[src/rtl/core/isr_pkg.sv]
// ----------------------------------------------------------------------------
// isr_pkg
// Shared types and constants for the bit-serial integer square root block.
// ----------------------------------------------------------------------------
package isr_pkg;

    localparam int RADICAND_W = 32;
    localparam int ROOT_W     = 16;
    localparam int LEFTOVER_W = 17;

    typedef enum logic [2:0] {
        ST_IDLE = 3'b001,
        ST_RUN  = 3'b010,
        ST_HOLD = 3'b100
    } isr_state_t;

    // Control from the sequencer to the datapath and the output register.
    typedef struct packed {
        logic load;
        logic step;
        logic capture;
    } isr_ctrl_t;

endpackage

[src/rtl/core/isr_ctrl.sv]
// ----------------------------------------------------------------------------
// isr_ctrl
// Sequencer: takes a transaction, runs one step per root bit, hands over.
// ----------------------------------------------------------------------------
module isr_ctrl #(
    parameter int PAIRS = 16
) (
    input  logic              clk,
    input  logic              rst_n,
    input  logic              in_valid,
    output logic              in_ready,
    input  logic              out_free,
    output isr_pkg::isr_ctrl_t ctrl
);
    import isr_pkg::*;

    localparam int CNT_W = (PAIRS > 1) ? $clog2(PAIRS) : 1;
    localparam logic [CNT_W-1:0] LAST = CNT_W'(PAIRS - 1);

    isr_state_t       state_reg, state_next;
    logic [CNT_W-1:0] count_reg, count_next;
    logic             last;

    assign last = (count_reg == LAST);

    always_comb
    begin
        state_next   = state_reg;
        count_next   = count_reg;
        in_ready     = 1'b0;
        ctrl.load    = 1'b0;
        ctrl.step    = 1'b0;
        ctrl.capture = 1'b0;
        unique case (state_reg)
            ST_IDLE:
            begin
                in_ready = 1'b1;
                if (in_valid)
                begin
                    ctrl.load  = 1'b1;
                    count_next = '0;
                    state_next = ST_RUN;
                end
            end
            ST_RUN:
            begin
                ctrl.step = 1'b1;
                if (last)
                begin
                    // The final step is written straight into the output
                    // register when it has room.
                    if (out_free)
                    begin
                        ctrl.capture = 1'b1;
                        state_next   = ST_IDLE;
                    end
                    else
                    begin
                        state_next = ST_HOLD;
                    end
                end
                else
                begin
                    count_next = count_reg + 1'b1;
                end
            end
            ST_HOLD:
            begin
                if (out_free)
                begin
                    ctrl.capture = 1'b1;
                    state_next   = ST_IDLE;
                end
            end
            default:
            begin
                state_next = ST_IDLE;
            end
        endcase
    end

    always_ff @(posedge clk or negedge rst_n)
    begin
        if (!rst_n)
        begin
            state_reg <= ST_IDLE;
            count_reg <= '0;
        end
        else
        begin
            state_reg <= state_next;
            count_reg <= count_next;
        end
    end

endmodule

[src/rtl/core/isr_dp.sv]
// ----------------------------------------------------------------------------
// isr_dp
// Datapath: radicand shift register feeding two bits per step into a
// restoring compare-subtract on the partial remainder.
// ----------------------------------------------------------------------------
module isr_dp #(
    parameter int RADICAND_BITS = 32,
    parameter int PAIRS         = 16
) (
    input  logic                                clk,
    input  logic [isr_pkg::RADICAND_W-1:0]      radicand,
    input  isr_pkg::isr_ctrl_t                  ctrl,
    output logic [PAIRS-1:0]                    root_next,
    output logic [PAIRS+1:0]                    rem_next
);
    import isr_pkg::*;

    localparam int PAD_W = 2 * PAIRS;
    localparam int REM_W = PAIRS + 2;

    logic [PAD_W-1:0] rad_ext;
    logic [PAD_W-1:0] rad_reg, rad_next;
    logic [REM_W-1:0] rem_reg;
    logic [PAIRS-1:0] root_reg;
    logic [REM_W-1:0] shifted;
    logic [REM_W-1:0] trial;
    logic             fits;
    logic [PAIRS:0]   root_shift;

    // Only the low RADICAND_BITS bits take part; the rest read as zero.
    for (genvar i = 0; i < PAD_W; i++)
    begin : g_ext
        if (i < RADICAND_BITS && i < RADICAND_W)
        begin : g_bit
            assign rad_ext[i] = radicand[i];
        end
        else
        begin : g_zero
            assign rad_ext[i] = 1'b0;
        end
    end

    assign shifted    = {rem_reg[REM_W-3:0], rad_reg[PAD_W-1 -: 2]};
    assign trial      = {root_reg, 2'b01};
    assign fits       = (shifted >= trial);
    assign root_shift = {root_reg, fits};

    always_comb
    begin
        rad_next  = rad_reg;
        rem_next  = rem_reg;
        root_next = root_reg;
        if (ctrl.load)
        begin
            rad_next  = rad_ext;
            rem_next  = '0;
            root_next = '0;
        end
        else if (ctrl.step)
        begin
            rad_next  = rad_reg << 2;
            rem_next  = fits ? (shifted - trial) : shifted;
            root_next = root_shift[PAIRS-1:0];
        end
    end

    always_ff @(posedge clk)
    begin
        rad_reg  <= rad_next;
        rem_reg  <= rem_next;
        root_reg <= root_next;
    end

endmodule

[src/rtl/core/integer_square_root_with_remainder.sv]
// ----------------------------------------------------------------------------
// integer_square_root_with_remainder
// Unsigned integer square root with remainder, one root bit per cycle.
// ----------------------------------------------------------------------------
// Usage:
//   The input channel (in_valid, in_ready, radicand) takes one radicand per
//   transaction. The output channel (out_valid, out_ready, root, leftover)
//   returns floor(sqrt(radicand)) and radicand - root * root.
//   Only the low RADICAND_BITS bits of the radicand are used.
//   The root is formed by a restoring compare-subtract loop that consumes
//   two radicand bits per cycle, one step per root bit, after the cycle in
//   which the radicand is accepted. The last step is captured into the output
//   register when it is free, and in_ready returns in the same cycle as
//   out_valid rises, so a new radicand is taken only after the previous one
//   has left the loop.
//   A finished result sits in an output register; the next radicand is
//   accepted and worked on while that result waits. If the receiver still
//   stalls when the next result is ready, the loop holds it and in_ready
//   stays low until the output register is free.
//   Reset empties the output register and returns the sequencer to idle.
// ----------------------------------------------------------------------------
module integer_square_root_with_remainder #(
    parameter int RADICAND_BITS = 32
) (
    input  logic                              clk,
    input  logic                              rst_n,
    input  logic                              in_valid,
    output logic                              in_ready,
    input  logic [isr_pkg::RADICAND_W-1:0]    radicand,
    output logic                              out_valid,
    input  logic                              out_ready,
    output logic [isr_pkg::ROOT_W-1:0]        root,
    output logic [isr_pkg::LEFTOVER_W-1:0]    leftover
);
    import isr_pkg::*;

    localparam int PAIRS = (RADICAND_BITS + 1) / 2;
    localparam int REM_W = PAIRS + 2;

    isr_ctrl_t               ctrl;
    logic                    out_free;
    logic                    out_valid_reg;
    logic [ROOT_W-1:0]       root_reg;
    logic [LEFTOVER_W-1:0]   leftover_reg;
    logic [PAIRS-1:0]        root_next;
    logic [REM_W-1:0]        rem_next;
    logic [ROOT_W-1:0]       root_res;
    logic [LEFTOVER_W-1:0]   leftover_res;

    assign out_free = !out_valid_reg || out_ready;

    isr_ctrl #(
        .PAIRS (PAIRS)
    ) u_ctrl (
        .clk      (clk),
        .rst_n    (rst_n),
        .in_valid (in_valid),
        .in_ready (in_ready),
        .out_free (out_free),
        .ctrl     (ctrl)
    );

    isr_dp #(
        .RADICAND_BITS (RADICAND_BITS),
        .PAIRS         (PAIRS)
    ) u_dp (
        .clk       (clk),
        .radicand  (radicand),
        .ctrl      (ctrl),
        .root_next (root_next),
        .rem_next  (rem_next)
    );

    // Fit the full-width results to the fixed output fields.
    for (genvar i = 0; i < ROOT_W; i++)
    begin : g_root
        if (i < PAIRS)
        begin : g_bit
            assign root_res[i] = root_next[i];
        end
        else
        begin : g_zero
            assign root_res[i] = 1'b0;
        end
    end

    for (genvar i = 0; i < LEFTOVER_W; i++)
    begin : g_left
        if (i < REM_W)
        begin : g_bit
            assign leftover_res[i] = rem_next[i];
        end
        else
        begin : g_zero
            assign leftover_res[i] = 1'b0;
        end
    end

    always_ff @(posedge clk or negedge rst_n)
    begin
        if (!rst_n)
        begin
            out_valid_reg <= 1'b0;
        end
        else if (ctrl.capture)
        begin
            out_valid_reg <= 1'b1;
        end
        else if (out_ready)
        begin
            out_valid_reg <= 1'b0;
        end
    end

    always_ff @(posedge clk)
    begin
        if (ctrl.capture)
        begin
            root_reg     <= root_res;
            leftover_reg <= leftover_res;
        end
    end

    assign out_valid = out_valid_reg;
    assign root      = root_reg;
    assign leftover  = leftover_reg;

endmodule

[config.mk]
export PLATFORM = sky130hd
export DESIGN_NAME = integer_square_root_with_remainder
export DESIGN_NICKNAME = d
export VERILOG_FILES = /design/src/rtl/core/isr_pkg.sv /design/src/rtl/core/isr_ctrl.sv /design/src/rtl/core/isr_dp.sv /design/src/rtl/core/integer_square_root_with_remainder.sv
export SDC_FILE = /design/constraint.sdc
export NUM_CORES = 1
export LEC_CHECK = 0
export BUFFER_PORTS_ARGS = -buffer_cell sky130_fd_sc_hd__buf_4
export CORE_MARGIN = 1
export CORE_UTILIZATION = 50
export CTS_CLUSTER_SIZE = 20
export DETAILED_ROUTE_END_ITERATION = 10
export GPL_TIMING_DRIVEN = 0
export PLACE_DENSITY_LB_ADDON = 0.05
export SYNTH_ARGS = -nofsm -noshare
export SYNTH_HDL_FRONTEND = slang
export SYNTH_SLANG_ARGS = --single-unit
[constraint.sdc]
create_clock -name clk -period 6.7 [get_ports clk]
set_input_delay 0.335 -clock clk [delete_from_list [all_inputs] [get_ports clk]]
set_output_delay 0.335 -clock clk [all_outputs]
set_load 0.02 [all_outputs]
==> impl_metrics.json <==
{
  "htreeDepth": 3,
  "port_buffers": 70,
  "clock_power_share_pct": 13.5,
  "multiInputGateArea_mm2": 0.001849,
  "regArea_mm2": 0.002814,
  "fmax_ghz": 0.3221,
  "cts_tree": "built",
  "finClkSkew_ps": 13.88,
  "synthFlopType": "edfxtp_1",
  "wl_um": 10000,
  "comb_power_share_pct": 52.5,
  "hp-class": "input pin to register",
  "postPlaceCellArea_mm2": 0.005523,
  "fin_area_mm2": 0.005732,
  "hold_viol_final": 0,
  "post-cts-setup-buffers": 0,
  "tightest_slew_ps": 1189,
  "largest_reg_flops": 32,
  "io_pins": 71,
  "grt_overflow": 0,
  "period_minus_slack_ps": 3104,
  "min_to": "u_dp.rad_reg[26]$_DFFE_PP_",
  "die_w_um": 100.3,
  "drv_slew": 0,
  "area_growth_pct": 18.71,
  "grt_pass1_wl_um": 16280,
  "cts.sinks": 106,
  "drtPass1Iterations": 4,
  "synthArstFlopShare_pct": 7.547,
  "finalSetupTns_ps": 0,
  "finalPower_mw": 2.944,
  "syn-cell-area_mm2": 0.004828,
  "status": "finished clean",
  "gp_congestion": 0.8946,
  "drt-vias-per-instance": 5.241,
  "p_leak_nw": 2.340,
  "slowest_delay_ps": 920,
  "required_ps": 6690,
  "initial_core_util_pct": 52.01,
  "post_cts_resized": 0,
  "cts-root-buf": "clkbuf_8",
  "design.die.area_mm2": 0.01005,
  "fillers": 828,
  "worstSetupPathType": "register to register",
  "worstPathMaxFanout": 32,
  "numCtsBuffers": 9,
  "antennaDiodeCount": 0,
  "syn_inst": 457,
  "whs_path_depth": 3,
  "drive_gt1_share_pct": 19.67,
  "hp-start": "radicand[26]",
  "reg2reg_slack_ps": 3600,
  "r2r_end": "u_dp.rad_reg[11]$_DFFE_PP_",
  "hold_slack_ps": 210.1,
  "p_switching_mw": 1.213,
  "grt_util_all_layers_pct": 21.03,
  "yosysWarnings": 0,
  "vias": 3527,
  "clk_latency_ps": 370,
  "maxCapViolations": 0,
  "critPathLaunchType": "register",
  "coreArea_mm2": 0.009284,
  "timing.critical_path.arrival_ps": 3100,
  "fin_nets": 594,
  "p_seq_share_pct": 33.9,
  "drtIter0Drc": 157,
  "path_cells": "nor3b_1, and2_1, clkbuf_1, nor2_1, inv_1",
  "r2r-start": "u_ctrl.state_reg[0]$_DFFE_PN1P_",
  "critPathCaptureType": "register",
  "fin_crit_sh_pct": 46.33,
  "grt_setup_unrepaired": "no",
  "finalSetupViolCount": 0,
  "routedWlPerCell_um": 14.86,
  "intPower_mw": 1.731,
  "synth_edf_count": 65,
  "path_clk_slew_ps": 110,
  "hpwl_um": 7111,
  "synth.avg_cell_area_um2": 10.57,
  "critPathSlowestCell": "inv_1",
  "ant_nets": 0,
  "slew_headroom_pct": 20.67,
  "ys_types": 55,
  "rows": 35,
  "switching_share_pct": 41.19,
  "mostFrequentLayoutCells": "nand2_1 (106), buf_4 (70), edfxtp_1 (65)",
  "grt_pass1_vias": 3428,
  "grt_max_degree": 34,
  "die_y_um": 100.3,
  "p_per_area_mw_per_mm2": 513.6,
  "irDropWorstVdd_uv": 228.0,
  "ys_ff_latch": 106,
  "cts_max_path_buffers": 2,
  "ys_seq_area_share_pct": 58.28,
  "r2r_cells": 5,
  "final_common_cell": "nand2_1",
  "antenna_found_initial": 0,
  "drc_errors": 0,
  "synth_nets": 512
}
-- synthesized netlist by cell type, types with 2 or more instances --
cell type  instances  area, µm²
o21a_1             4      30.03
nand4_1            4      25.02
nor3_1             2      10.01
a22o_1             2      17.52
nor2_1            16      60.06
edfxtp_1          65       1952
dfrtp_1            7      175.2
inv_1             22      82.58
nand3_1           50      250.2
nand2_1          106      397.9
ha_1              19      237.7
dfxtp_1           33      660.6
and3_1             3      18.77
or3_1              2      12.51
a21oi_1            8      40.04
buf_6              2      22.52
o211ai_1           5      37.54
nand2b_1           3      18.77
a31oi_1            5      31.28
o21ai_0           28      140.1
a21o_1             4      30.03
xor2_1             9      78.83
nor3b_1            2      15.01
mux2i_1            2      20.02
clkbuf_1          16      60.06
xnor2_1            6      52.55
buf_1              2      7.510
a32oi_1            2      17.52
and2_4             2      17.52
-- layout make-up --
class                           count  share of cell area [%]
Buffer                             20                   1.572
Clock buffer                        9                   2.161
Clock inverter                      7                   1.310
Inverter                           22                   1.441
Multi-Input combinational cell    309                   32.26
Sequential cell                   106                   49.09
Tap cell                          129                   2.816
Timing Repair Buffer               71                   9.343
-- power groups by stage --
stage	Clock, mW	Sequential (mW)	Combinational, mW
after floorplan	0	0.987	1.22
final	0.398	0.999	1.55
after CTS	0.406	0.999	1.54
after global routing	0.427	1.02	1.72
after detailed placement	0	1.01	1.53
after global placement	0	1.01	1.52
-- per-layer routing --
metal,wire (µm),GRT usage (%),vias to the layer above
met5,0,0,-
met4,163,8.919,0
met3,491,4.178,14
met2,4896,34.51,86
met1,4449,27.25,1641
li1,-,-,1786
-- critical path: cells and delay by family, from the launching register on --
kind / cells / cell delay, ps
buffers and inverters: 2 / 1300
DFF: 1 / 560
and+or+nand+nor: 3 / 850
-- kinds of logic after synthesis --
group,after synthesis,share of synthesized area [%]
buffers and inverters,42,3.576
flip-flops,106,58.28
AO/OA/AOI/OAI,76,11.82
multiplexers,3,0.6478
adder cells (fa/ha/maj),19,4.924
AND/OR/NAND/NOR,196,18.04
XOR/XNOR,15,2.721
-- repair_timing --
action / 4_1_cts / 5_1_grt
endpoints found under the hold margin: 8 / 0
hold buffers: 1 / 0
setup endpoints to repair: 0 / 0
-- stage by stage --
| stage | utilization, % | cells | worst slack, ps |
|---|---|---|---|
| global placement | 59.41 | 656 | 3192 |
| finish | 61.74 | 673 | 3596 |
| CTS | 61.74 | 673 | 3496 |
| detailed placement | 59.49 | 656 | 3502 |
| floorplan | - | 457 | 3852 |
| global route | 61.74 | 673 | 3242 |
-- worst max-delay path by stage --
stage                                     from                       endpoint  slack (ps)  depth (start not counted)
6_report       u_ctrl.state_reg[0]$_DFFE_PN1P_     u_dp.rad_reg[11]$_DFFE_PP_        3600                          5
3_3_place_gp   u_ctrl.count_reg[0]$_DFFE_PN0P_          leftover[3]$_DFFE_PP_        3190                          5
4_1_cts        u_ctrl.state_reg[0]$_DFFE_PN1P_     u_dp.rad_reg[10]$_DFFE_PP_        3500                          5
2_1_floorplan  u_ctrl.state_reg[0]$_DFFE_PN1P_  u_dp.rad_reg[0]$_SDFFCE_PN0P_        3850                          5
3_5_place_dp   u_ctrl.state_reg[0]$_DFFE_PN1P_  u_dp.rad_reg[0]$_SDFFCE_PN0P_        3500                          5
5_1_grt        u_ctrl.state_reg[0]$_DFFE_PN1P_     u_dp.rad_reg[12]$_DFFE_PP_        3240                          5
(Power assumes the default switching activity.)
